## src/rtl/svm_pkg.sv

```systemverilog
package svm_pkg;

    // Fixed field widths
    localparam int SP_W     = 13;
    localparam int WORD_W   = 32;
    localparam int CFG_W    = 16;
    localparam int ENTRY_W  = 16;
    localparam int OUT_PC_W = 16;

    localparam logic [SP_W-1:0] SP_RESET = 13'd4096;

    // Opcodes
    localparam logic [5:0] OP_LEA  = 6'd0;
    localparam logic [5:0] OP_IMM  = 6'd1;
    localparam logic [5:0] OP_JMP  = 6'd2;
    localparam logic [5:0] OP_CALL = 6'd3;
    localparam logic [5:0] OP_JZ   = 6'd4;
    localparam logic [5:0] OP_JNZ  = 6'd5;
    localparam logic [5:0] OP_ENT  = 6'd6;
    localparam logic [5:0] OP_ADJ  = 6'd7;
    localparam logic [5:0] OP_LEV  = 6'd8;
    localparam logic [5:0] OP_LI   = 6'd9;
    localparam logic [5:0] OP_LC   = 6'd10;
    localparam logic [5:0] OP_SI   = 6'd11;
    localparam logic [5:0] OP_SC   = 6'd12;
    localparam logic [5:0] OP_PUSH = 6'd13;
    localparam logic [5:0] OP_OR   = 6'd14;
    localparam logic [5:0] OP_XOR  = 6'd15;
    localparam logic [5:0] OP_AND  = 6'd16;
    localparam logic [5:0] OP_EQ   = 6'd17;
    localparam logic [5:0] OP_NE   = 6'd18;
    localparam logic [5:0] OP_LT   = 6'd19;
    localparam logic [5:0] OP_GT   = 6'd20;
    localparam logic [5:0] OP_LE   = 6'd21;
    localparam logic [5:0] OP_GE   = 6'd22;
    localparam logic [5:0] OP_SHL  = 6'd23;
    localparam logic [5:0] OP_SHR  = 6'd24;
    localparam logic [5:0] OP_ADD  = 6'd25;
    localparam logic [5:0] OP_SUB  = 6'd26;
    localparam logic [5:0] OP_MUL  = 6'd27;
    localparam logic [5:0] OP_DIV  = 6'd28;
    localparam logic [5:0] OP_MOD  = 6'd29;
    localparam logic [5:0] OP_HOST_LO = 6'd30;
    localparam logic [5:0] OP_HOST_HI = 6'd36;
    localparam logic [5:0] OP_EXIT = 6'd37;

    // Configuration register indexes
    localparam logic CFG_ENTRY_PC  = 1'b0;
    localparam logic CFG_STACK_TOP = 1'b1;

    typedef enum logic [1:0] {
        MODE_EXEC    = 2'd0,
        MODE_HOST_WR = 2'd1,
        MODE_HOST_RD = 2'd2,
        MODE_RESTART = 2'd3
    } mode_t;

    typedef enum logic [2:0] {
        ST_RUN         = 3'd0,
        ST_EXITED      = 3'd1,
        ST_BAD_OP      = 3'd2,
        ST_DIV_ZERO    = 3'd3,
        ST_UNSUPPORTED = 3'd4
    } status_t;

    typedef enum logic [3:0] {
        S_CLEAR,
        S_IDLE,
        S_READ,
        S_OP1,
        S_READ2,
        S_OP2,
        S_DIV,
        S_RESP
    } seq_state_t;

    typedef struct packed {
        logic              start;
        logic              is_mod;
        logic [WORD_W-1:0] dividend;
        logic [WORD_W-1:0] divisor;
    } div_req_t;

    typedef struct packed {
        logic              done;
        logic [WORD_W-1:0] result;
    } div_rsp_t;

endpackage

```

## src/rtl/svm_alu.sv

```systemverilog
module svm_alu (
    input  logic [5:0]  op,
    input  logic [31:0] a,
    input  logic [31:0] b,
    output logic [31:0] r
);
    import svm_pkg::*;

    logic [63:0] prod;

    assign prod = a * b;

    // Combinational binary ops other than DIV and MOD: left operand from the stack, right from acc
    always_comb
    begin
        case (op)
            OP_OR:   r = a | b;
            OP_XOR:  r = a ^ b;
            OP_AND:  r = a & b;
            OP_EQ:   r = {31'd0, a == b};
            OP_NE:   r = {31'd0, a != b};
            OP_LT:   r = {31'd0, $signed(a) <  $signed(b)};
            OP_GT:   r = {31'd0, $signed(a) >  $signed(b)};
            OP_LE:   r = {31'd0, $signed(a) <= $signed(b)};
            OP_GE:   r = {31'd0, $signed(a) >= $signed(b)};
            OP_SHL:  r = a << b[4:0];
            OP_SHR:  r = $unsigned($signed(a) >>> b[4:0]);
            OP_ADD:  r = a + b;
            OP_SUB:  r = a - b;
            OP_MUL:  r = prod[31:0];
            default: r = '0;
        endcase
    end
endmodule

```

## config.mk

```make
export PLATFORM = sky130hd
export DESIGN_NAME = svm_alu
export DESIGN_NICKNAME = d
export VERILOG_FILES = /design/src/rtl/svm_pkg.sv /design/src/rtl/svm_alu.sv
export SDC_FILE = /design/constraint.sdc
export NUM_CORES = 2
export LEC_CHECK = 0
export BUFFER_PORTS_ARGS = -buffer_cell sky130_fd_sc_hd__buf_2
export CORE_UTILIZATION = 26
export DETAILED_ROUTE_END_ITERATION = 16
export PLACE_DENSITY_LB_ADDON = 0.12
export SLEW_MARGIN = 15
export SYNTH_ARGS = -nofsm -noshare
export SYNTH_HDL_FRONTEND = slang
export SYNTH_SLANG_ARGS = --single-unit
```

## constraint.sdc

```tcl
create_clock -name vclk -period 14.3
set_input_delay 1.43 -clock vclk [all_inputs]
set_output_delay 1.43 -clock vclk [all_outputs]
set_load 0.1 [all_outputs]
```

==> impl_metrics.ini <==
[outcome]
status = finished, violations left
violations = design-rule violations

[placement]
hpwlAfterDp_mm = 95.34
gp_routability_congestion = 0.9819
port_buffers = 102
dp.cells = 4091
dp_slack_ns = 3.005

[clocking]
post_cts_resized = 0
cts_hold_buf = 0
post_cts.repair.setup_buffers = 0

[timing]
max_freq_mhz = 88.13
layout_min_cycle_time_ns = 11.35
timing_worst_slew_pin_value_ns = 1.232
setup_viol = 0
hold_viol = 0
rsz0062_at_grt = no
period_share_pct = 79.35
fin_setup_tns_ns = 0
finalWorstSetupSlack_ns = 2.953
slew_headroom_pct = 16.84
slew_violations = 0

[floorplan]
start_util_pct = 26.28
io-pin-count = 102
design.core.area_mm2 = 0.08851
num_rows = 109
die_y_um = 301.1
dieArea_mm2 = 0.09067
fp.dieW_um = 301.1

[worst_setup_path]
arrival_ns = 9.92
slowest_stage = fa_1
critPathBufInv = 7
critical_path_class = in -> out
crit_required_ns = 12.87
critPathMaxStageDelay_ns = 0.55
cp_max_fo = 23
path_delay_family = adder cells
critPathLaunchType = input pin
crit_start = b[3]
endpoint_kind = output pin
path_common_cell = fa_1

[yosys]
syn_inst = 2957
ys_warn_count = 0
synth_top_family_by_area = adder cells
synth_mux_area_share_pct = 6.298
syn_area_mm2 = 0.02326
avgSynthCellArea_um2 = 7.867
ys_seq_area_share_pct = 0
synthSimpleGateAreaFrac_pct = 16.24
syn-num-nets = 3657
ys_types = 83
synthAdderAreaFrac_pct = 47.12
synth_compound_area_share_pct = 16.10
synth_xor_area_share_pct = 3.351

[layout]
seq_area_um2 = 0
nClkBuffers = 0
fin_cells = 4092
final_util_pct = 28.17
flops_and_latches = 0
nets = 3628
final_layout_size_suffix_gt1_share_pct = 8.066
syn_to_final_growth_pct = 7.202

[worst_hold_path]
hp-start = op[3]
hold_path_class = in -> out

[global_route]
gr-total-overflow = 0
antenna_found_initial = 5
grtUsageTotal_pct = 26.15
grt_pass1_vias = 22830
grt_pass1_wl_mm = 170.8
grt_start_max_net_pins = 62

[detailed_routing]
viasPerCell = 5.398
vias = 22090
totalWireLength_mm = 118.6
wl_per_cell_um = 28.98
firstDrtPassIters = 12
ant_nets = 0
drcViolationCount = 16
drtIter0Drc = 2431

[job]
maxCapViolations = 0
-- final cells by class --
cell class / instances / area [um2]
Inverter: 483 / 1813
Antenna cell: 1 / 2.502
Timing Repair Buffer: 154 / 905.9
Multi-Input combinational cell: 2289 / 20760
Fill cell: 9681 / 63570
Tap cell: 1165 / 1458
-- cell usage after synthesis, types with 16 or more instances --
library cell	number	share of area, %
nand2b_1	20	0.54
nand3_1	22	0.47
nor2_1	472	7.6
a221oi_1	17	0.64
o211ai_1	16	0.52
o221ai_1	20	0.75
a221o_1	24	1.0
buf_1	33	0.53
xor2_1	22	0.83
nor3_1	25	0.54
o21a_1	16	0.52
a21oi_1	111	2.4
xnor2_1	67	2.5
mux2i_1	53	2.3
a21o_1	31	1.0
clkbuf_1	137	2.2
o21ai_0	150	3.2
a211o_1	17	0.64
mux4_2	40	3.9
inv_1	465	7.5
o21bai_1	17	0.55
fa_1	410	35
nand2_1	318	5.1
ha_1	220	12
-- placed cells by master, fill, tap and decap left out, types with 53 or more instances in the layout --
cell / instances
nor2_1: 469
nand2_1: 318
inv_1: 462
mux2i_1: 53
fa_1: 410
buf_2: 100
o21ai_0: 150
ha_1: 220
a21oi_1: 110
buf_4: 54
xnor2_1: 67
-- tightest hold or removal path: stages --
cell and delay, ns:
buf_2 0.10, nor3b_1 0.09, a21oi_1 0.14, nand3_1 0.09
buf_2 0.30
-- through the flow --
stage	area [um2]	hold slack, ns
finish	24940	3.587
global route	24940	3.641
CTS	24930	3.576
detailed placement	24930	3.573
global placement	24930	3.561
floorplan	23260	3.732
-- path summary, 6_finish.rpt --
kind                 to  slack, ns  depth (start not counted)
setup / recovery  r[31]       2.95                         26
hold / removal     r[0]       3.59                          5
-- cells by family (layout without fill, tap and decap cells) --
kind of cell               Yosys count  in the layout
buffers and inverters              668            637
adders and majority gates          630            630
AOI/OAI and AO/OA                  553            553
and+or+nand+nor                    921            921
other                                0              1
muxes                               96             96
xor gates and xnor gates            89             89
-- layer usage --
layer | wire, um | track usage (%)
met5 | 23 | 0
met4 | 4545 | 8.303
met3 | 8419 | 3.804
met2 | 54950 | 42.79
met1 | 50650 | 35.33
