$ cat src/rtl/svm_pkg.sv
package svm_pkg;

    // Fixed field widths
    localparam int SP_W     = 13;
    localparam int WORD_W   = 32;
    localparam int CFG_W    = 16;
    localparam int ENTRY_W  = 16;
    localparam int OUT_PC_W = 16;

    localparam logic [SP_W-1:0] SP_RESET = 13'd4096;

    // Opcodes
    localparam logic [5:0] OP_LEA  = 6'd0;
    localparam logic [5:0] OP_IMM  = 6'd1;
    localparam logic [5:0] OP_JMP  = 6'd2;
    localparam logic [5:0] OP_CALL = 6'd3;
    localparam logic [5:0] OP_JZ   = 6'd4;
    localparam logic [5:0] OP_JNZ  = 6'd5;
    localparam logic [5:0] OP_ENT  = 6'd6;
    localparam logic [5:0] OP_ADJ  = 6'd7;
    localparam logic [5:0] OP_LEV  = 6'd8;
    localparam logic [5:0] OP_LI   = 6'd9;
    localparam logic [5:0] OP_LC   = 6'd10;
    localparam logic [5:0] OP_SI   = 6'd11;
    localparam logic [5:0] OP_SC   = 6'd12;
    localparam logic [5:0] OP_PUSH = 6'd13;
    localparam logic [5:0] OP_OR   = 6'd14;
    localparam logic [5:0] OP_XOR  = 6'd15;
    localparam logic [5:0] OP_AND  = 6'd16;
    localparam logic [5:0] OP_EQ   = 6'd17;
    localparam logic [5:0] OP_NE   = 6'd18;
    localparam logic [5:0] OP_LT   = 6'd19;
    localparam logic [5:0] OP_GT   = 6'd20;
    localparam logic [5:0] OP_LE   = 6'd21;
    localparam logic [5:0] OP_GE   = 6'd22;
    localparam logic [5:0] OP_SHL  = 6'd23;
    localparam logic [5:0] OP_SHR  = 6'd24;
    localparam logic [5:0] OP_ADD  = 6'd25;
    localparam logic [5:0] OP_SUB  = 6'd26;
    localparam logic [5:0] OP_MUL  = 6'd27;
    localparam logic [5:0] OP_DIV  = 6'd28;
    localparam logic [5:0] OP_MOD  = 6'd29;
    localparam logic [5:0] OP_HOST_LO = 6'd30;
    localparam logic [5:0] OP_HOST_HI = 6'd36;
    localparam logic [5:0] OP_EXIT = 6'd37;

    // Configuration register indexes
    localparam logic CFG_ENTRY_PC  = 1'b0;
    localparam logic CFG_STACK_TOP = 1'b1;

    typedef enum logic [1:0] {
        MODE_EXEC    = 2'd0,
        MODE_HOST_WR = 2'd1,
        MODE_HOST_RD = 2'd2,
        MODE_RESTART = 2'd3
    } mode_t;

    typedef enum logic [2:0] {
        ST_RUN         = 3'd0,
        ST_EXITED      = 3'd1,
        ST_BAD_OP      = 3'd2,
        ST_DIV_ZERO    = 3'd3,
        ST_UNSUPPORTED = 3'd4
    } status_t;

    typedef enum logic [3:0] {
        S_CLEAR,
        S_IDLE,
        S_READ,
        S_OP1,
        S_READ2,
        S_OP2,
        S_DIV,
        S_RESP
    } seq_state_t;

    typedef struct packed {
        logic              start;
        logic              is_mod;
        logic [WORD_W-1:0] dividend;
        logic [WORD_W-1:0] divisor;
    } div_req_t;

    typedef struct packed {
        logic              done;
        logic [WORD_W-1:0] result;
    } div_rsp_t;

endpackage

$ cat src/rtl/svm_div.sv
module svm_div (
    input  logic               clk,
    input  logic               rst_n,
    input  svm_pkg::div_req_t  req,
    output svm_pkg::div_rsp_t  rsp
);
    import svm_pkg::*;

    logic        busy_reg, busy_next;
    logic        done_reg, done_next;
    logic [4:0]  cnt_reg, cnt_next;
    logic [32:0] rem_reg, rem_next;
    logic [31:0] quo_reg, quo_next;
    logic [31:0] dsr_reg, dsr_next;
    logic        neg_q_reg, neg_q_next;
    logic        neg_r_reg, neg_r_next;
    logic        mod_reg, mod_next;
    logic [32:0] rem_sh;
    logic [33:0] diff;
    logic        fits;

    // One quotient bit per cycle, restoring
    assign rem_sh = {rem_reg[31:0], quo_reg[31]};
    assign diff   = {1'b0, rem_sh} - {2'b00, dsr_reg};
    assign fits   = !diff[33];

    always_comb
    begin
        busy_next  = busy_reg;
        done_next  = 1'b0;
        cnt_next   = cnt_reg;
        rem_next   = rem_reg;
        quo_next   = quo_reg;
        dsr_next   = dsr_reg;
        neg_q_next = neg_q_reg;
        neg_r_next = neg_r_reg;
        mod_next   = mod_reg;
        if (req.start)
        begin
            busy_next  = 1'b1;
            cnt_next   = '0;
            rem_next   = '0;
            quo_next   = req.dividend[31] ? 32'd0 - req.dividend : req.dividend;
            dsr_next   = req.divisor[31] ? 32'd0 - req.divisor : req.divisor;
            neg_q_next = req.dividend[31] ^ req.divisor[31];
            neg_r_next = req.dividend[31];
            mod_next   = req.is_mod;
        end
        else if (busy_reg)
        begin
            rem_next = fits ? diff[32:0] : rem_sh;
            quo_next = {quo_reg[30:0], fits};
            cnt_next = cnt_reg + 5'd1;
            if (cnt_reg == 5'd31)
            begin
                busy_next = 1'b0;
                done_next = 1'b1;
            end
        end
    end

    always_ff @(posedge clk or negedge rst_n)
    begin
        if (!rst_n)
        begin
            busy_reg <= 1'b0;
            done_reg <= 1'b0;
            cnt_reg  <= '0;
        end
        else
        begin
            busy_reg <= busy_next;
            done_reg <= done_next;
            cnt_reg  <= cnt_next;
        end
    end

    always_ff @(posedge clk)
    begin
        rem_reg   <= rem_next;
        quo_reg   <= quo_next;
        dsr_reg   <= dsr_next;
        neg_q_reg <= neg_q_next;
        neg_r_reg <= neg_r_next;
        mod_reg   <= mod_next;
    end

    // Apply signs: quotient by both operands, remainder by the dividend
    always_comb
    begin
        rsp.done = done_reg;
        if (mod_reg)
            rsp.result = neg_r_reg ? 32'd0 - rem_reg[31:0] : rem_reg[31:0];
        else
            rsp.result = neg_q_reg ? 32'd0 - quo_reg : quo_reg;
    end
endmodule

$ cat config.mk
export PLATFORM = sky130hd
export DESIGN_NAME = svm_div
export DESIGN_NICKNAME = d
export VERILOG_FILES = /design/src/rtl/svm_pkg.sv /design/src/rtl/svm_div.sv
export SDC_FILE = /design/constraint.sdc
export NUM_CORES = 1
export LEC_CHECK = 0
export BUFFER_PORTS_ARGS = -buffer_cell sky130_fd_sc_hd__buf_2
export CAP_MARGIN = 25
export CORE_UTILIZATION = 50
export DETAILED_ROUTE_END_ITERATION = 16
export MAX_ROUTING_LAYER = met4
export PLACE_DENSITY = 0.7
export SKIP_CTS_REPAIR_TIMING = 1
export SYNTH_ARGS = -nofsm -noshare
export SYNTH_HDL_FRONTEND = slang
export SYNTH_SLANG_ARGS = --single-unit
$ cat constraint.sdc
create_clock -name clk -period 6 [get_ports clk]
set_input_delay 0.9 -clock clk [delete_from_list [all_inputs] [get_ports clk]]
set_output_delay 0.9 -clock clk [all_outputs]
set_load 0.01 [all_outputs]
==> impl_metrics.toml, run 1 <==
[power]
power.switching_w = 0.00201
swShare_pct = 46.1
peakVddDrop_uv = 266
pwr-share-seq_pct = 27.1
pwr-share-clk_pct = 13.8
intPower_w = 0.00235
power_density_mw_per_mm2 = 462
p_comb_share_pct = 59.1
p_leak_nw = 3.84

[sta]
max_freq_mhz = 214
rsz0062_at_grt = "no"
tightest_slew_ns = 0.922
slew_headroom_pct = 38.5
skew_ns = 0.00928
timing.final.crit_share_pct = 78.0
setup_ws_ns = 1.32
setup_viol = 0
finalSetupTns_ns = 0
finalHoldViolCount = 0
min_period_ns = 4.68
final_max_slew_viol_count = 0

[drt]
drtPass1Iterations = 5
via_per_inst = 5.71
wl_per_cell_um = 14.8
drt-total-wl_um = 19500
drcViolationCount = 0
num_vias = 7533
drt_iter0_drc = 348
ant_nets = 0

[setup_path]
max_stage_delay_ns = 0.56
required_ns = 5.10
path_cells = "or4_1, or3_1, or3_4, or4_1, or4_4, o31ai_1, xnor2_1, nor2_1, a21oi_1, buf_2"
crit_fanout = 5
worst-path-stages = 10
slowest_stage = "or4_1"
cp_common_cell = "or4_1"
start_kind = "register"
crit_type = "register to output pin"
startpoint = "quo_reg[9]"
reg2reg_to = "rem_reg[16]"
reg2regPathDepth = 13
r2r_slack_ns = 2.56
critical_path.endpoint = "rsp[29]"
crit_family = "simple AND/OR/NAND/NOR gates"
reg2reg_from = "quo_reg[31]"
path_buf_inv = 1
endpoint_kind = "output pin"
crit_arrival_ns = 3.78

[cells_and_area]
layout.nets = 1202
nFillCells = 1575
antenna_cells = 0
postLayoutCellArea_mm2 = 0.00944
utilization_pct = 56.9
final_common_cell = "nor2_1"
area_delta_synth_final_pct = 11.0
final_cell_mix = "nor2_1 (120), nand2_1 (115), buf_2 (99)"
layout-drive-gt1-share_pct = 12.2

[place]
dpl.hpwl_um = 14700
pre_cts_slack_ns = 1.70
io_buffers = 100
place.gp.congestion = 0.882
dpl_cell_area_mm2 = 0.00916

[yosys]
ys_warn_count = 0
synth-main-ff-cell = "edfxtp_1"
yosys.area.top_type = "edfxtp_1"
synth_area_mm2 = 0.00851
yosys-top-cells-area = "edfxtp_1 (24%), xnor2_1 (7.9%), dfxtp_1 (7.5%), xor2_1 (7.1%), ha_1 (5.6%)"
syn_avg_cell_area_um2 = 8.29
seq_area_frac_synth_pct = 33.2
ys_ff_latch = 106
synthesis.nets = 1133
synth_enable_flop_cells = 67
netlist-cell-type-count = 59
synth_top_area_share_pct = 23.6
ys_async_sr_fraction_pct = 6.60
syn_inst = 1026

[hold_path]
min_path_type = "primary input to async pin"

[clock_tree]
clock-sinks = 106
cts_buffers = 9
root_buffer = "clkbuf_16"
cts_tree = "yes"
clockBufferDepth = 2
path_clk_slew_ns = 0.08
htreeDepth = 3
clk_latency_ns = 0.36

[die]
start_util_pct = 51.3
dieArea_mm2 = 0.0175
num_io_pins = 101
core-area_mm2 = 0.0166
die_h_um = 132
num_rows = 47
die-width_um = 132

[global_route]
grt_use_total_pct = 23.3
grt_overflow = 0
grt_pass1_wl_um = 32500
grt_pass1_vias = 6901
antenna_found_initial = 0
grt_max_degree = 77

[status]
status = "finished clean"

[flow_run]
drv_cap = 0
power groups by stage:
stage | Clock (W) | Combinational [W] | Sequential [W]
2_1_floorplan | 0 | 0.00196 | 0.00111
3_3_place_gp | 0 | 0.00255 | 0.00120
3_5_place_dp | 0 | 0.00257 | 0.00120
4_1_cts | 0.000614 | 0.00259 | 0.00118
5_1_grt | 0.000637 | 0.00289 | 0.00121
6_report | 0.000600 | 0.00258 | 0.00118
stage by stage:
| stage | power (W) | hold WS (ns) | instances |
|---|---|---|---|
| 2_1_floorplan | 0.00307 | 0.493 | 1026 |
| 3_3_place_gp | 0.00375 | 0.510 | 1304 |
| 3_5_place_dp | 0.00377 | 0.527 | 1304 |
| 4_1_cts | 0.00439 | 0.367 | 1320 |
| 5_1_grt | 0.00474 | 0.376 | 1320 |
| 6_report | 0.00436 | 0.372 | 1320 |
worst register-to-register path, stage by stage (launching register included):
cell	delay (ns)
edfxtp_1	0.54
inv_1	0.11
ha_1	0.16
inv_1	0.05
fa_1	0.40
a21o_1	0.21
a22o_1	0.22
o21ai_0	0.34
nor2_1	0.12
o21a_1	0.21
o31a_1	0.28
mux2_2	0.28
o21ai_0	0.25
a311oi_1	0.13
how the worst min path moves through the flow:
| stage | to | cells after the start |
|---|---|---|
| detailed placement | cnt_reg[4] | 2 |
| global placement | cnt_reg[4] | 2 |
| finish | cnt_reg[4] | 1 |
| CTS | cnt_reg[4] | 1 |
| floorplan | cnt_reg[4] | 2 |
| global route | done_reg | 1 |
kinds of logic (layout without fill, tap and decap cells):
| kind of cell | count (synthesis) | count (layout) | synth area share [%] |
|---|---|---|---|
| fa+ha+maj | 39 | 39 | 5.82 |
| compound gates | 282 | 282 | 21.5 |
| simple gates | 348 | 348 | 19.2 |
| buf+inv | 97 | 171 | 4.32 |
| flops | 106 | 106 | 33.2 |
| mux | 8 | 8 | 0.956 |
| xor+xnor | 146 | 146 | 15.0 |
synthesized netlist by cell type, types with 32 or more instances:
library cell    n
edfxtp_1       67
xnor2_1        77
o31ai_1        34
nor2_1        120
o21ai_0        64
ha_1           38
nand2_1       115
inv_1          49
clkbuf_1       42
a21oi_1        86
xor2_1         69
dfxtp_1        32
metal layers:
| metal | track usage, % | vias to the layer above | share of wire (%) |
|---|---|---|---|
| met5 | - | - | 0 |
| met4 | 6.00 | 0 | 1.4 |
| met3 | 3.14 | 20 | 3.1 |
| met2 | 39.2 | 126 | 50 |
| met1 | 29.5 | 3550 | 45 |
| li1 | - | 3837 | - |
final cells by class:
cell class | count | area (µm²) | area share (%)
inverter | 49 | 184 | 1.95
timing repair buffer | 106 | 548 | 5.80
clock inverter | 5 | 55.1 | 0.583
tap | 220 | 275 | 2.91
sequential | 106 | 2830 | 30.0
clock buffer | 11 | 233 | 2.46
multi-input combinational | 823 | 5320 | 56.3
Power figures use the tool's default switching activity.
==> run 2, diff against run 1 <==
--- a/config.mk
+++ b/config.mk
@@ -5,12 +5,13 @@
 export SDC_FILE = /design/constraint.sdc
 export NUM_CORES = 1
 export LEC_CHECK = 0
+export ABC_AREA = 1
 export BUFFER_PORTS_ARGS = -buffer_cell sky130_fd_sc_hd__buf_2
 export CAP_MARGIN = 25
 export CORE_UTILIZATION = 50
 export DETAILED_ROUTE_END_ITERATION = 16
 export MAX_ROUTING_LAYER = met4
-export PLACE_DENSITY = 0.7
+export PLACE_DENSITY = 0.72
 export SKIP_CTS_REPAIR_TIMING = 1
 export SYNTH_ARGS = -nofsm -noshare
 export SYNTH_HDL_FRONTEND = slang
==> constraint.sdc (replaced) <==
create_clock -name clk -period 4.2 [get_ports clk]
set_input_delay 0.63 -clock clk [delete_from_list [all_inputs] [get_ports clk]]
set_output_delay 0.63 -clock clk [all_outputs]
set_load 0.01 [all_outputs]
==> impl_metrics.toml, run 2 <==
[status]
status = "finished clean"

[drt]
ant_nets = 0
num_vias = 11366
drt_iter0_drc = 1138
wl_per_cell_um = 15.4
via_per_inst = 5.43
drcViolationCount = 0
drt-total-wl_um = 32300
drtPass1Iterations = 6

[yosys]
ys_ff_latch = 106
yosysMostFrequentCell = "nand2_1"
synth_top_area_share_pct = 18.9
yosys.area.top_type = "edfxtp_1"
synth_enable_flop_cells = 67
syn_avg_cell_area_um2 = 6.12
seq_area_frac_synth_pct = 26.5
netlist_top_cells_count = "nand2_1 (531), inv_1 (276), nand3_1 (177)"
synthesis.nets = 1848
synth_area_mm2 = 0.0107
ys_warn_count = 0
syn_inst = 1741
netlist-cell-type-count = 48
yosys-top-cells-area = "edfxtp_1 (19%), nand2_1 (19%), inv_1 (9.7%), nand3_1 (8.3%), dfxtp_1 (6.0%)"
synth-main-ff-cell = "edfxtp_1"
ys_async_sr_fraction_pct = 6.60

[flow_run]
drv_cap = 0

[sta]
finalHoldViolCount = 0
setup_viol = 0
finalSetupTns_ns = 0
rsz0062_at_grt = "no"
min_period_ns = 3.20
skew_ns = 0.00798
timing.final.crit_share_pct = 76.3
max_freq_mhz = 312
final_max_slew_viol_count = 0
whs_ns = 0.0858
tightest_slew_ns = 0.784
slew_headroom_pct = 47.4

[place]
io_buffers = 100
dpl_cell_area_mm2 = 0.0113
dpl.hpwl_um = 26300
dp.cells = 2079
place.gp.congestion = 1.00

[hold_path]
min_path_type = "primary input to async pin"

[die]
num_io_pins = 101
dieArea_mm2 = 0.0219
die_h_um = 148
die-width_um = 148
start_util_pct = 50.9
num_rows = 53
core-area_mm2 = 0.0210

[clock_tree]
cts_buffers = 9
cts_tree = "yes"
htreeDepth = 3
path_clk_slew_ns = 0.07
root_buffer = "clkbuf_16"
clockBufferDepth = 2
clock-sinks = 106
clk_latency_ns = 0.36

[setup_path]
critical_path.endpoint = "rsp[12]"
crit_arrival_ns = 2.57
r2r_slack_ns = 1.58
required_ns = 3.57
reg2reg_from = "rem_reg[25]"
crit_type = "register to output pin"
start_kind = "register"
endpoint_kind = "output pin"
reg2regPathDepth = 9
crit_fanout = 5
reg2reg_to = "quo_reg[0]"
startpoint = "quo_reg[0]"

[global_route]
antenna_found_initial = 1
grt_max_degree = 55
grt_pass1_wl_um = 50500
grt_overflow = 0
grt_pass1_vias = 9870
grt_use_total_pct = 30.3

[power]
power.switching_w = 0.00277
intPower_w = 0.00286
pwr-share-clk_pct = 15.7
swShare_pct = 49.2
peakVddDrop_uv = 203
p_comb_share_pct = 56.7
pwr-share-seq_pct = 27.6
power_density_mw_per_mm2 = 483
p_leak_nw = 5.99

[cells_and_area]
layout.nets = 1923
antenna_cells = 0
layout-drive-gt1-share_pct = 9.67
final_common_cell = "nand2_1"
postLayoutCellArea_mm2 = 0.0116
area_delta_synth_final_pct = 9.21
utilization_pct = 55.6
final_cell_mix = "nand2_1 (531), inv_1 (276), nand3_1 (177)"
final_cells = 2095
run 2: cell count changes in the layout (fill, tap and decap cells not counted), sizes merged, moves of 38 or more:
cell / previous run / this run
xnor2: 77 / 24
nor3: 6 / 44
nand2: 115 / 543
inv: 49 / 287
nand3: 11 / 183
o21ai: 64 / 121
nor2: 120 / 173
run 2: kinds of logic after synthesis:
kind of cell / Yosys count / synth area share (%)
fa+ha+maj: 39 / 4.65
buf+inv: 330 / 12.2
simple gates: 1000 / 41.2
xor+xnor: 62 / 5.09
flops: 106 / 26.5
compound gates: 204 / 10.3
run 2: worst min-delay path by stage:
stage | endpoint | slack [ns] | cells after the start | startpoint
after floorplan | busy_reg | 0.33 | 0 | rst_n
after global routing | cnt_reg[2] | 0.08 | 1 | rst_n
after detailed placement | cnt_reg[4] | 0.47 | 1 | rst_n
after CTS | cnt_reg[4] | 0.08 | 1 | rst_n
final | cnt_reg[4] | 0.09 | 1 | rst_n
after global placement | cnt_reg[4] | 0.47 | 1 | rst_n
run 2: power groups by stage:
| stage | Clock (W) | Sequential [W] | Combinational [W] |
|---|---|---|---|
| after floorplan | 0 | 0.00146 | 0.00240 |
| after global placement | 0 | 0.00156 | 0.00312 |
| after CTS | 0.000891 | 0.00155 | 0.00315 |
| after detailed placement | 0 | 0.00157 | 0.00313 |
| final | 0.000882 | 0.00155 | 0.00319 |
| after global routing | 0.000927 | 0.00157 | 0.00355 |
run 2: through the flow:
step                      setup WS [ns]  power, W
after floorplan                    1.58   0.00386
after global placement             1.52   0.00468
after detailed placement           1.47   0.00470
after CTS                          1.07   0.00559
after global routing              0.814   0.00605
final                             0.997   0.00562
run 2: final cells by class:
| class | instances | area [µm²] |
|---|---|---|
| clock buffers | 9 | 225 |
| clock inverters | 6 | 71.3 |
| fillers | 2248 | 9310 |
| inverters | 286 | 1070 |
| multi-input cells | 1305 | 6530 |
| flip-flops and latches | 106 | 2830 |
| well taps | 275 | 344 |
| repair buffers | 108 | 573 |
run 2: layer usage:
layer | part of all wire [%] | global-route usage [%] | vias up
met2 | 45 | 46.8 | 424
met1 | 47 | 42.4 | 5150
met4 | 1.8 | 7.53 | 0
met3 | 6.6 | 2.75 | 44
met5 | 0 | - | -
li1 | - | - | 5748
run 2: critical path: stages, from the launching register on:
cell,delay [ns]
edfxtp_1,0.41
inv_1,0.13
ha_1,0.18
nand3_1,0.18
nor2_2,0.25
nand2_1,0.20
nand2_1,0.15
o21ai_0,0.12
nand2_1,0.10
nand2_1,0.06
o22ai_1,0.23
buf_2,0.20
